### config.mk
export PLATFORM = sky130hd
export DESIGN_NAME = sha0_byte_stream_hasher
export DESIGN_NICKNAME = d
export VERILOG_FILES = /design/src/sv/sha0bsh_pkg.sv /design/src/sv/sha0_byte_stream_hasher.sv
export SDC_FILE = /design/constraint.sdc
export NUM_CORES = 2
export LEC_CHECK = 0
export ABC_AREA = 1
export BUFFER_PORTS_ARGS = -buffer_cell sky130_fd_sc_hd__buf_2
export CAP_MARGIN = 20
export CORE_ASPECT_RATIO = 0.75
export CORE_UTILIZATION = 30
export DETAILED_ROUTE_END_ITERATION = 10
export SYNTH_ARGS = -nofsm -noshare
export SYNTH_HDL_FRONTEND = slang
export SYNTH_SLANG_ARGS = --single-unit
### constraint.sdc
create_clock -name i_clk -period 22.5 [get_ports i_clk]
set_clock_uncertainty 0.05 [all_clocks]
set_input_delay 3.375 -clock i_clk [delete_from_list [all_inputs] [get_ports i_clk]]
set_output_delay 3.375 -clock i_clk [all_outputs]
set_load 0.1 [all_outputs]
### src/sv/sha0bsh_pkg.sv
`default_nettype none

package sha0bsh_pkg;

    // Operation codes of the input channel.
    localparam logic OP_ABSORB = 1'b0;
    localparam logic OP_FINISH = 1'b1;

    localparam int ROUNDS       = 80;
    localparam int ROUND_W      = $clog2(ROUNDS);
    localparam int BLOCK_WORDS  = 16;
    localparam int WIDX_W       = $clog2(BLOCK_WORDS);
    localparam int CHAIN_WORDS  = 5;
    localparam int CHAIN_IDX_W  = $clog2(CHAIN_WORDS);
    localparam int DIGEST_BYTES = 20;
    localparam int OBYTE_W      = $clog2(DIGEST_BYTES);
    localparam int LEN_SHIFT    = 3;

    // Round groups: the first round of groups two, three and four.
    localparam int GROUP2_START = 20;
    localparam int GROUP3_START = 40;
    localparam int GROUP4_START = 60;

    // First word of the block that holds the 64-bit length.
    localparam int LEN_WORD_HI = 14;
    localparam int LEN_WORD_LO = 15;

    localparam logic [7:0] PAD_BYTE = 8'h80;

    localparam logic [31:0] K_GROUP1 = 32'h5A827999;
    localparam logic [31:0] K_GROUP2 = 32'h6ED9EBA1;
    localparam logic [31:0] K_GROUP3 = 32'h8F1BBCDC;
    localparam logic [31:0] K_GROUP4 = 32'hCA62C1D6;

    localparam logic [CHAIN_WORDS-1:0][31:0] INIT_CHAIN = {
        32'hC3D2E1F0, 32'h10325476, 32'h98BADCFE, 32'hEFCDAB89, 32'h67452301
    };

    typedef enum logic [4:0] {
        ST_IDLE  = 5'b00001,
        ST_PAD   = 5'b00010,
        ST_ROUND = 5'b00100,
        ST_FOLD  = 5'b01000,
        ST_OUT   = 5'b10000
    } t_state;

endpackage

`default_nettype wire

### src/sv/sha0_byte_stream_hasher.sv
`default_nettype none

// SHA-0 byte stream hasher.
// Input channel (i_in_valid / o_in_ready): each transfer carries one item. With
// i_operation absorb, i_data_byte is packed big-endian into the current block;
// with i_operation finish, the message is padded, its bit length appended and
// the digest produced.
// Output channel (o_out_valid / i_out_ready): after a finish the block sends
// 20 transfers of o_digest_byte, chaining word 0 first and the low byte of each
// word first; o_last_byte marks the twentieth. The block then returns to its
// initial state and accepts the next message.
// Sequence: the byte that completes a 64-byte block starts a compression: the
// 80 rounds on the single shared round unit, then the chaining-word update.
// A finish pushes the pad word, then loads the remaining words of the block
// (up to 15) and compresses it. When the pad falls in word 14 or 15, a further
// block of zeros and the length is loaded and compressed. Then come the 20
// digest bytes, one byte per cycle while i_out_ready is high. o_in_ready is
// low during all of that work. When the receiver stalls, the current digest
// byte holds until taken.
// Reset (i_rst_n low at a clock edge) discards any partial message and loads
// the standard initial chaining values.
module sha0_byte_stream_hasher (
    input  wire        i_clk,
    input  wire        i_rst_n,
    input  wire        i_in_valid,
    output logic       o_in_ready,
    input  wire        i_operation,
    input  wire  [7:0] i_data_byte,
    output logic       o_out_valid,
    input  wire        i_out_ready,
    output logic [7:0] o_digest_byte,
    output logic       o_last_byte
);
    import sha0bsh_pkg::*;

    // Control state.
    t_state                             r_state, n_state;
    logic [ROUND_W-1:0]                 r_round, n_round;
    logic [WIDX_W-1:0]                  r_widx, n_widx;
    logic [2:0]                         r_left, n_left;
    logic [31:0]                        r_count, n_count;
    logic                               r_fin, n_fin;
    logic                               r_len_here, n_len_here;
    logic [OBYTE_W-1:0]                 r_obyte, n_obyte;
    logic [CHAIN_WORDS-1:0][31:0]       r_chain, n_chain;

    // Datapath registers.
    logic [31:0]                        r_word, n_word;
    logic [BLOCK_WORDS-1:0][31:0]       r_sched;
    logic [31:0]                        r_a, r_b, r_c, r_d, r_e;
    logic [31:0]                        n_a, n_b, n_c, n_d, n_e;

    // Shift line control: one word enters at the top per push.
    logic                               w_push;
    logic [31:0]                        w_push_word;

    logic [2:0]                         w_left_eff;
    logic [31:0]                        w_full_word;
    logic [31:0]                        w_pad_word;
    logic [31:0]                        w_sched_word;
    logic [31:0]                        w_f;
    logic [31:0]                        w_k;
    logic [31:0]                        w_temp;
    logic [31:0]                        w_len_word;
    logic [31:0]                        w_out_word;
    logic                               w_in_fire;
    logic                               w_out_fire;
    logic                               w_last;

    assign o_in_ready  = (r_state == ST_IDLE);
    assign o_out_valid = (r_state == ST_OUT);
    assign w_in_fire   = i_in_valid && o_in_ready;
    assign w_out_fire  = o_out_valid && i_out_ready;
    assign w_last      = (r_obyte == OBYTE_W'(DIGEST_BYTES - 1));

    // A bytes-left count outside one to four never arises; it is treated as four.
    assign w_left_eff  = (r_left >= 3'd1 && r_left <= 3'd4) ? r_left : 3'd4;
    assign w_full_word = {r_word[23:0], i_data_byte};

    // Pad byte after the bytes already in the word, zeros below it.
    always_comb begin
        case (w_left_eff)
            3'd1:    w_pad_word = {r_word[23:0], PAD_BYTE};
            3'd2:    w_pad_word = {r_word[15:0], PAD_BYTE, 8'h00};
            3'd3:    w_pad_word = {r_word[7:0], PAD_BYTE, 16'h0000};
            default: w_pad_word = {PAD_BYTE, 24'h000000};
        endcase
    end

    // Length words and zero fill of the final padded block.
    always_comb begin
        w_len_word = 32'h0;
        if (r_len_here) begin
            if (r_widx == WIDX_W'(LEN_WORD_HI)) begin
                w_len_word = {29'h0, r_count[31:32-LEN_SHIFT]};
            end else if (r_widx == WIDX_W'(LEN_WORD_LO)) begin
                w_len_word = {r_count[31-LEN_SHIFT:0], {LEN_SHIFT{1'b0}}};
            end
        end
    end

    // Message schedule without the rotate: in the first 16 rounds the oldest word
    // of the shift line is the word of this round, later the XOR of four of its words.
    assign w_sched_word = (r_round < ROUND_W'(BLOCK_WORDS)) ? r_sched[0]
                        : (r_sched[0] ^ r_sched[2] ^ r_sched[8] ^ r_sched[13]);

    always_comb begin
        if (r_round < ROUND_W'(GROUP2_START)) begin
            w_f = (r_b & r_c) | (~r_b & r_d);
            w_k = K_GROUP1;
        end else if (r_round < ROUND_W'(GROUP3_START)) begin
            w_f = r_b ^ r_c ^ r_d;
            w_k = K_GROUP2;
        end else if (r_round < ROUND_W'(GROUP4_START)) begin
            w_f = (r_b & r_c) | (r_b & r_d) | (r_c & r_d);
            w_k = K_GROUP3;
        end else begin
            w_f = r_b ^ r_c ^ r_d;
            w_k = K_GROUP4;
        end
    end

    assign w_temp = {r_a[26:0], r_a[31:27]} + w_f + r_e + w_sched_word + w_k;

    assign w_out_word = r_chain[r_obyte[OBYTE_W-1:2]];

    always_comb begin
        case (r_obyte[1:0])
            2'd0:    o_digest_byte = w_out_word[7:0];
            2'd1:    o_digest_byte = w_out_word[15:8];
            2'd2:    o_digest_byte = w_out_word[23:16];
            default: o_digest_byte = w_out_word[31:24];
        endcase
    end

    assign o_last_byte = w_last;

    always_comb begin
        n_state     = r_state;
        n_round     = r_round;
        n_widx      = r_widx;
        n_left      = r_left;
        n_count     = r_count;
        n_fin       = r_fin;
        n_len_here  = r_len_here;
        n_obyte     = r_obyte;
        n_chain     = r_chain;
        n_word      = r_word;
        n_a         = r_a;
        n_b         = r_b;
        n_c         = r_c;
        n_d         = r_d;
        n_e         = r_e;
        w_push      = 1'b0;
        w_push_word = w_len_word;

        case (r_state)
            ST_IDLE: begin
                if (w_in_fire) begin
                    if (i_operation == OP_ABSORB) begin
                        n_count = r_count + 32'd1;
                        n_word  = w_full_word;
                        n_left  = w_left_eff - 3'd1;
                        if (w_left_eff == 3'd1) begin
                            n_left      = 3'd4;
                            w_push      = 1'b1;
                            w_push_word = w_full_word;
                            n_widx      = r_widx + WIDX_W'(1);
                            if (r_widx == WIDX_W'(BLOCK_WORDS - 1)) begin
                                n_state = ST_ROUND;
                            end
                        end
                    end else begin
                        w_push      = 1'b1;
                        w_push_word = w_pad_word;
                        n_fin       = 1'b1;
                        n_len_here  = (r_widx < WIDX_W'(LEN_WORD_HI));
                        n_widx      = r_widx + WIDX_W'(1);
                        n_state     = (r_widx == WIDX_W'(BLOCK_WORDS - 1)) ? ST_ROUND
                                                                            : ST_PAD;
                    end
                end
            end

            ST_PAD: begin
                w_push = 1'b1;
                n_widx = r_widx + WIDX_W'(1);
                if (r_widx == WIDX_W'(BLOCK_WORDS - 1)) begin
                    n_state = ST_ROUND;
                end
            end

            ST_ROUND: begin
                w_push      = 1'b1;
                w_push_word = w_sched_word;
                n_a         = w_temp;
                n_b         = r_a;
                n_c         = {r_b[1:0], r_b[31:2]};
                n_d         = r_c;
                n_e         = r_d;
                n_round     = r_round + ROUND_W'(1);
                if (r_round == ROUND_W'(ROUNDS - 1)) begin
                    n_round = '0;
                    n_state = ST_FOLD;
                end
            end

            ST_FOLD: begin
                n_chain[0] = r_chain[0] + r_a;
                n_chain[1] = r_chain[1] + r_b;
                n_chain[2] = r_chain[2] + r_c;
                n_chain[3] = r_chain[3] + r_d;
                n_chain[4] = r_chain[4] + r_e;
                if (!r_fin) begin
                    n_state = ST_IDLE;
                end else if (r_len_here) begin
                    n_state = ST_OUT;
                end else begin
                    // Pad landed in word 14 or 15: one more block of zeros and length.
                    n_len_here = 1'b1;
                    n_state    = ST_PAD;
                end
            end

            ST_OUT: begin
                if (w_out_fire) begin
                    n_obyte = r_obyte + OBYTE_W'(1);
                    if (w_last) begin
                        n_obyte    = '0;
                        n_chain    = INIT_CHAIN;
                        n_widx     = '0;
                        n_left     = 3'd4;
                        n_count    = 32'h0;
                        n_fin      = 1'b0;
                        n_len_here = 1'b0;
                        n_state    = ST_IDLE;
                    end
                end
            end

            default: begin
                n_state = ST_IDLE;
            end
        endcase

        // Working variables start from the chaining words at the first round.
        if (n_state == ST_ROUND && r_state != ST_ROUND) begin
            n_a = r_chain[0];
            n_b = r_chain[1];
            n_c = r_chain[2];
            n_d = r_chain[3];
            n_e = r_chain[4];
        end
    end

    always_ff @(posedge i_clk) begin
        if (!i_rst_n) begin
            r_state    <= ST_IDLE;
            r_round    <= '0;
            r_widx     <= '0;
            r_left     <= 3'd4;
            r_count    <= 32'h0;
            r_fin      <= 1'b0;
            r_len_here <= 1'b0;
            r_obyte    <= '0;
            r_chain    <= INIT_CHAIN;
        end else begin
            r_state    <= n_state;
            r_round    <= n_round;
            r_widx     <= n_widx;
            r_left     <= n_left;
            r_count    <= n_count;
            r_fin      <= n_fin;
            r_len_here <= n_len_here;
            r_obyte    <= n_obyte;
            r_chain    <= n_chain;
        end
    end

    always_ff @(posedge i_clk) begin
        r_word <= n_word;
        r_a    <= n_a;
        r_b    <= n_b;
        r_c    <= n_c;
        r_d    <= n_d;
        r_e    <= n_e;
        if (w_push) begin
            r_sched <= {w_push_word, r_sched[BLOCK_WORDS-1:1]};
        end
    end

    // The two channels are never open at the same time.
    assert property (@(posedge i_clk) disable iff (!i_rst_n)
        !(o_in_ready && o_out_valid))
        else $error("input ready while digest output is valid");

    // A compression always starts on a fresh, fully loaded block.
    assert property (@(posedge i_clk) disable iff (!i_rst_n)
        (r_state == ST_ROUND && r_round == '0) |-> (r_widx == '0))
        else $error("rounds started with a partially filled block");

    // The rounds run uninterrupted until the last one.
    assert property (@(posedge i_clk) disable iff (!i_rst_n)
        (r_state == ST_ROUND && r_round != ROUND_W'(ROUNDS - 1)) |=>
        (r_state == ST_ROUND && r_round == $past(r_round) + ROUND_W'(1)))
        else $error("round sequence broken");

    // Taking the last digest byte returns the block to its initial state.
    assert property (@(posedge i_clk) disable iff (!i_rst_n)
        (w_out_fire && o_last_byte) |=>
        (o_in_ready && r_count == 32'h0 && r_chain == INIT_CHAIN))
        else $error("block not reinitialized after the digest");

    // Digest bytes appear only for a finished message whose length is placed.
    assert property (@(posedge i_clk) disable iff (!i_rst_n)
        o_out_valid |-> (r_fin && r_len_here))
        else $error("digest output without a completed finish");

endmodule

`default_nettype wire
==> metrics.cfg <==
[finish]
seq_area_um2 = 25300
n_fill_cell = 17800
design_area_um2 = 58300
final_common_cell = nand2_1
final_nets = 6469
syn2layout_area_growth_pct = 11.4
final_cell_mix = 1757 x nand2_1, 780 x inv_1, 696 x edfxtp_1, 441 x nand3_1, 391 x nor2_1
drive_gt1_share_pct = 5.25
multiInputGateArea_um2 = 23300

[clock_tree]
h-tree-depth = 3
cts_num_sinks = 914
clock_latency_ns = 0.80
cts-root-buf = clkbuf_16
postCtsSetupBuffers = 0
cts_buffers = 100
postCtsHoldBufs = 0
cts-resized-gates = 0
cts_tree = done
path_clk_slew_ns = 0.06
clk_path_buf_depth = 3

[run_status]
status = finished clean

[critical_path]
endpoint_kind = output port
path_class = flop to output port
crit_path_start_kind = flop
arrival_ns = 3.94
cp_max_fo = 69
worst_ep_required_time_ns = 19.08

[timing]
tightest_slew_ns = 1.19
slew_headroom_pct = 19.5
setup_tns_ns = 0
final_hold_viol_count = 0
period_minus_slack_ns = 7.36
rsz0062_at_grt = false
finalSetupViolCount = 0
slew_violations = 0
post-route-period-util_pct = 32.7
max_freq_ghz = 0.136

[detailed_routing]
avgRoutedWirePerCell_um = 23.0
initialDrtViolationCount = 5538
dr.pass1.iters = 6
dr_total_vias = 43800
drt_wl_total_mm = 195
remaining_drc_errors = 0
viasPerCell = 5.16
ant_nets = 0

[grt]
antenna_found_initial = 9
grt_pass1_wl_mm = 278
grt_pass1_vias = 39600
overflow = 0
grt.total_usage_pct = 21.7
grt_max_degree = 203

[placement]
io_buffers = 23
place_congestion = 0.992
placed_area_um2 = 55000
dp_hpwl_mm = 150

[synthesis]
synthAdderAreaFrac_pct = 9.68
yosys_warnings = 0
syn_nets = 6450
synth.area.top_cells = edfxtp_1 40%, nand2_1 13%, dfxtp_1 8.3%
synth_area_um2 = 52400
synthXorXnorAreaFrac_pct = 2.04
synth_top_family_by_area = simple AND/OR/NAND/NOR gates
synthArstFlopShare_pct = 0
synth-seq-cells = 914
synth_edf_count = 696
ys_types = 66
synth_top_area_cell = edfxtp_1
synth_top_flop_cell = edfxtp_1
synth_mux_area_share_pct = 0
synth_compound_area_share_pct = 9.83
synth_cells = 6107
avgSynthCellArea_um2 = 8.57
ys_seq_area_share_pct = 48.2
synth_top_area_share_pct = 39.9
synth-simple-area-share_pct = 22.9

[floorplanning]
die_w_um = 484
dieArea_um2 = 176000
core.rowCount = 132
core_um2 = 173000
start_util_pct = 30.3
die_h_um = 364
ios = 24

[power]
clkPwrFrac_pct = 43.7
p_int_mw = 2.90
switching_share_pct = 24.7
seq_power_share_pct = 49.8
ir_worst_vdd_v = 0.0000649
p_per_area_nw_per_um2 = 66.1
combPwrFrac_pct = 6.4
p_leak_nw = 24.2
switching_power_mw = 0.952

[hold_path]
hold_path_class = flop to flop

[flow_run]
maxCapViolations = 0

-- per-layer routing --
layer	routed length [um]	track usage, %
met5	38	0
met3	24000	6.48
met1	93100	33.8
met4	5290	5.86
met2	72700	28.1
-- worst paths after layout --
path | startpoint | endpoint | slack [ns] | cells after the start
max | r_obyte[2] | o_digest_byte[6] | 15.14 | 10
min | r_sched[55] | r_sched[23] | 0.30 | 0
max reg2reg | r_round[5] | r_a[29] | 16.15 | 20
min reg2reg | r_sched[55] | r_sched[23] | 0.30 | 0
-- metrics by stage --
step	util, %	hold WS [ns]	setup WS [ns]	std cells	total power, mW
global placement	31.8	0.350	15.18	8300	2.20
floorplan	-	0.350	2.21	6107	2.17
detailed placement	31.8	0.355	15.08	8300	2.20
finish	33.7	0.302	15.14	8491	3.85
global route	33.7	0.325	15.03	8486	3.98
CTS	33.7	0.299	15.22	8484	3.89
-- registers in the layout, summed over array words and instances, names as in the netlist --
name / cells
r_sched: 512
r_chain: 160
r_a: 32
r_b: 32
r_c: 32
r_count: 32
r_d: 32
r_e: 32
r_word: 24
r_round: 7
r_obyte: 5
r_state: 5
r_widx: 4
r_left: 3
r_fin: 1
r_len_here: 1
-- worst max-delay path, stage by stage, from the launching register on --
cell and delay (ns):
dfxtp_2 0.37, buf_4 0.58, o21ai_0 0.17, o21ai_0 0.79
nand2_1 0.14, o21ai_0 0.12, nand2_1 0.06, nand2_1 0.08
nor2_1 0.06, nor2_1 0.19, buf_2 0.47
-- synth_stat cells (7+ instances only) --
cell / count
o22ai_1: 27
nand2_2: 8
o211ai_1: 35
ha_1: 205
o21ai_1: 61
xor2_1: 65
and2_1: 15
inv_1: 781
o21bai_1: 38
nand4_1: 67
a31oi_1: 7
o221ai_1: 10
clkbuf_1: 69
nor2_1: 393
dfxtp_1: 218
buf_4: 24
nand2_1: 1759
buf_2: 52
edfxtp_1: 696
xnor2_1: 57
nand3b_1: 19
a22oi_1: 12
a221oi_1: 7
or2_2: 47
o21ai_0: 318
a21o_1: 12
nor4_1: 13
a21oi_1: 367
fa_1: 125
inv_2: 14
buf_6: 8
nand3_1: 442
nor3_1: 56
-- cell type report --
cell class | count | share of cell area (%)
clock inverter | 57 | 1.09
antenna | 5 | 0.0214
tap | 2278 | 4.89
clock buffer | 127 | 4.60
sequential | 914 | 43.3
multi-input combinational | 4238 | 40.0
timing repair buffer | 71 | 0.909
inverter | 801 | 5.18
-- power by group through the flow --
stage          combinational, mW  clock [mW]  sequential (mW)
6_report                   0.249        1.69             1.92
2_1_floorplan              0.167           0             2.00
3_5_place_dp               0.244           0             1.96
4_1_cts                    0.245        1.72             1.92
5_1_grt                    0.274        1.78             1.93
3_3_place_gp               0.242           0             1.95
-- kinds of logic after synthesis --
logic type      count (synthesis)
flops                         914
xor+xnor                      122
compound gates                931
fa+ha+maj                     330
simple gates                 2855
buf+inv                       955
No activity file was read; power rests on OpenSTA's default activity.
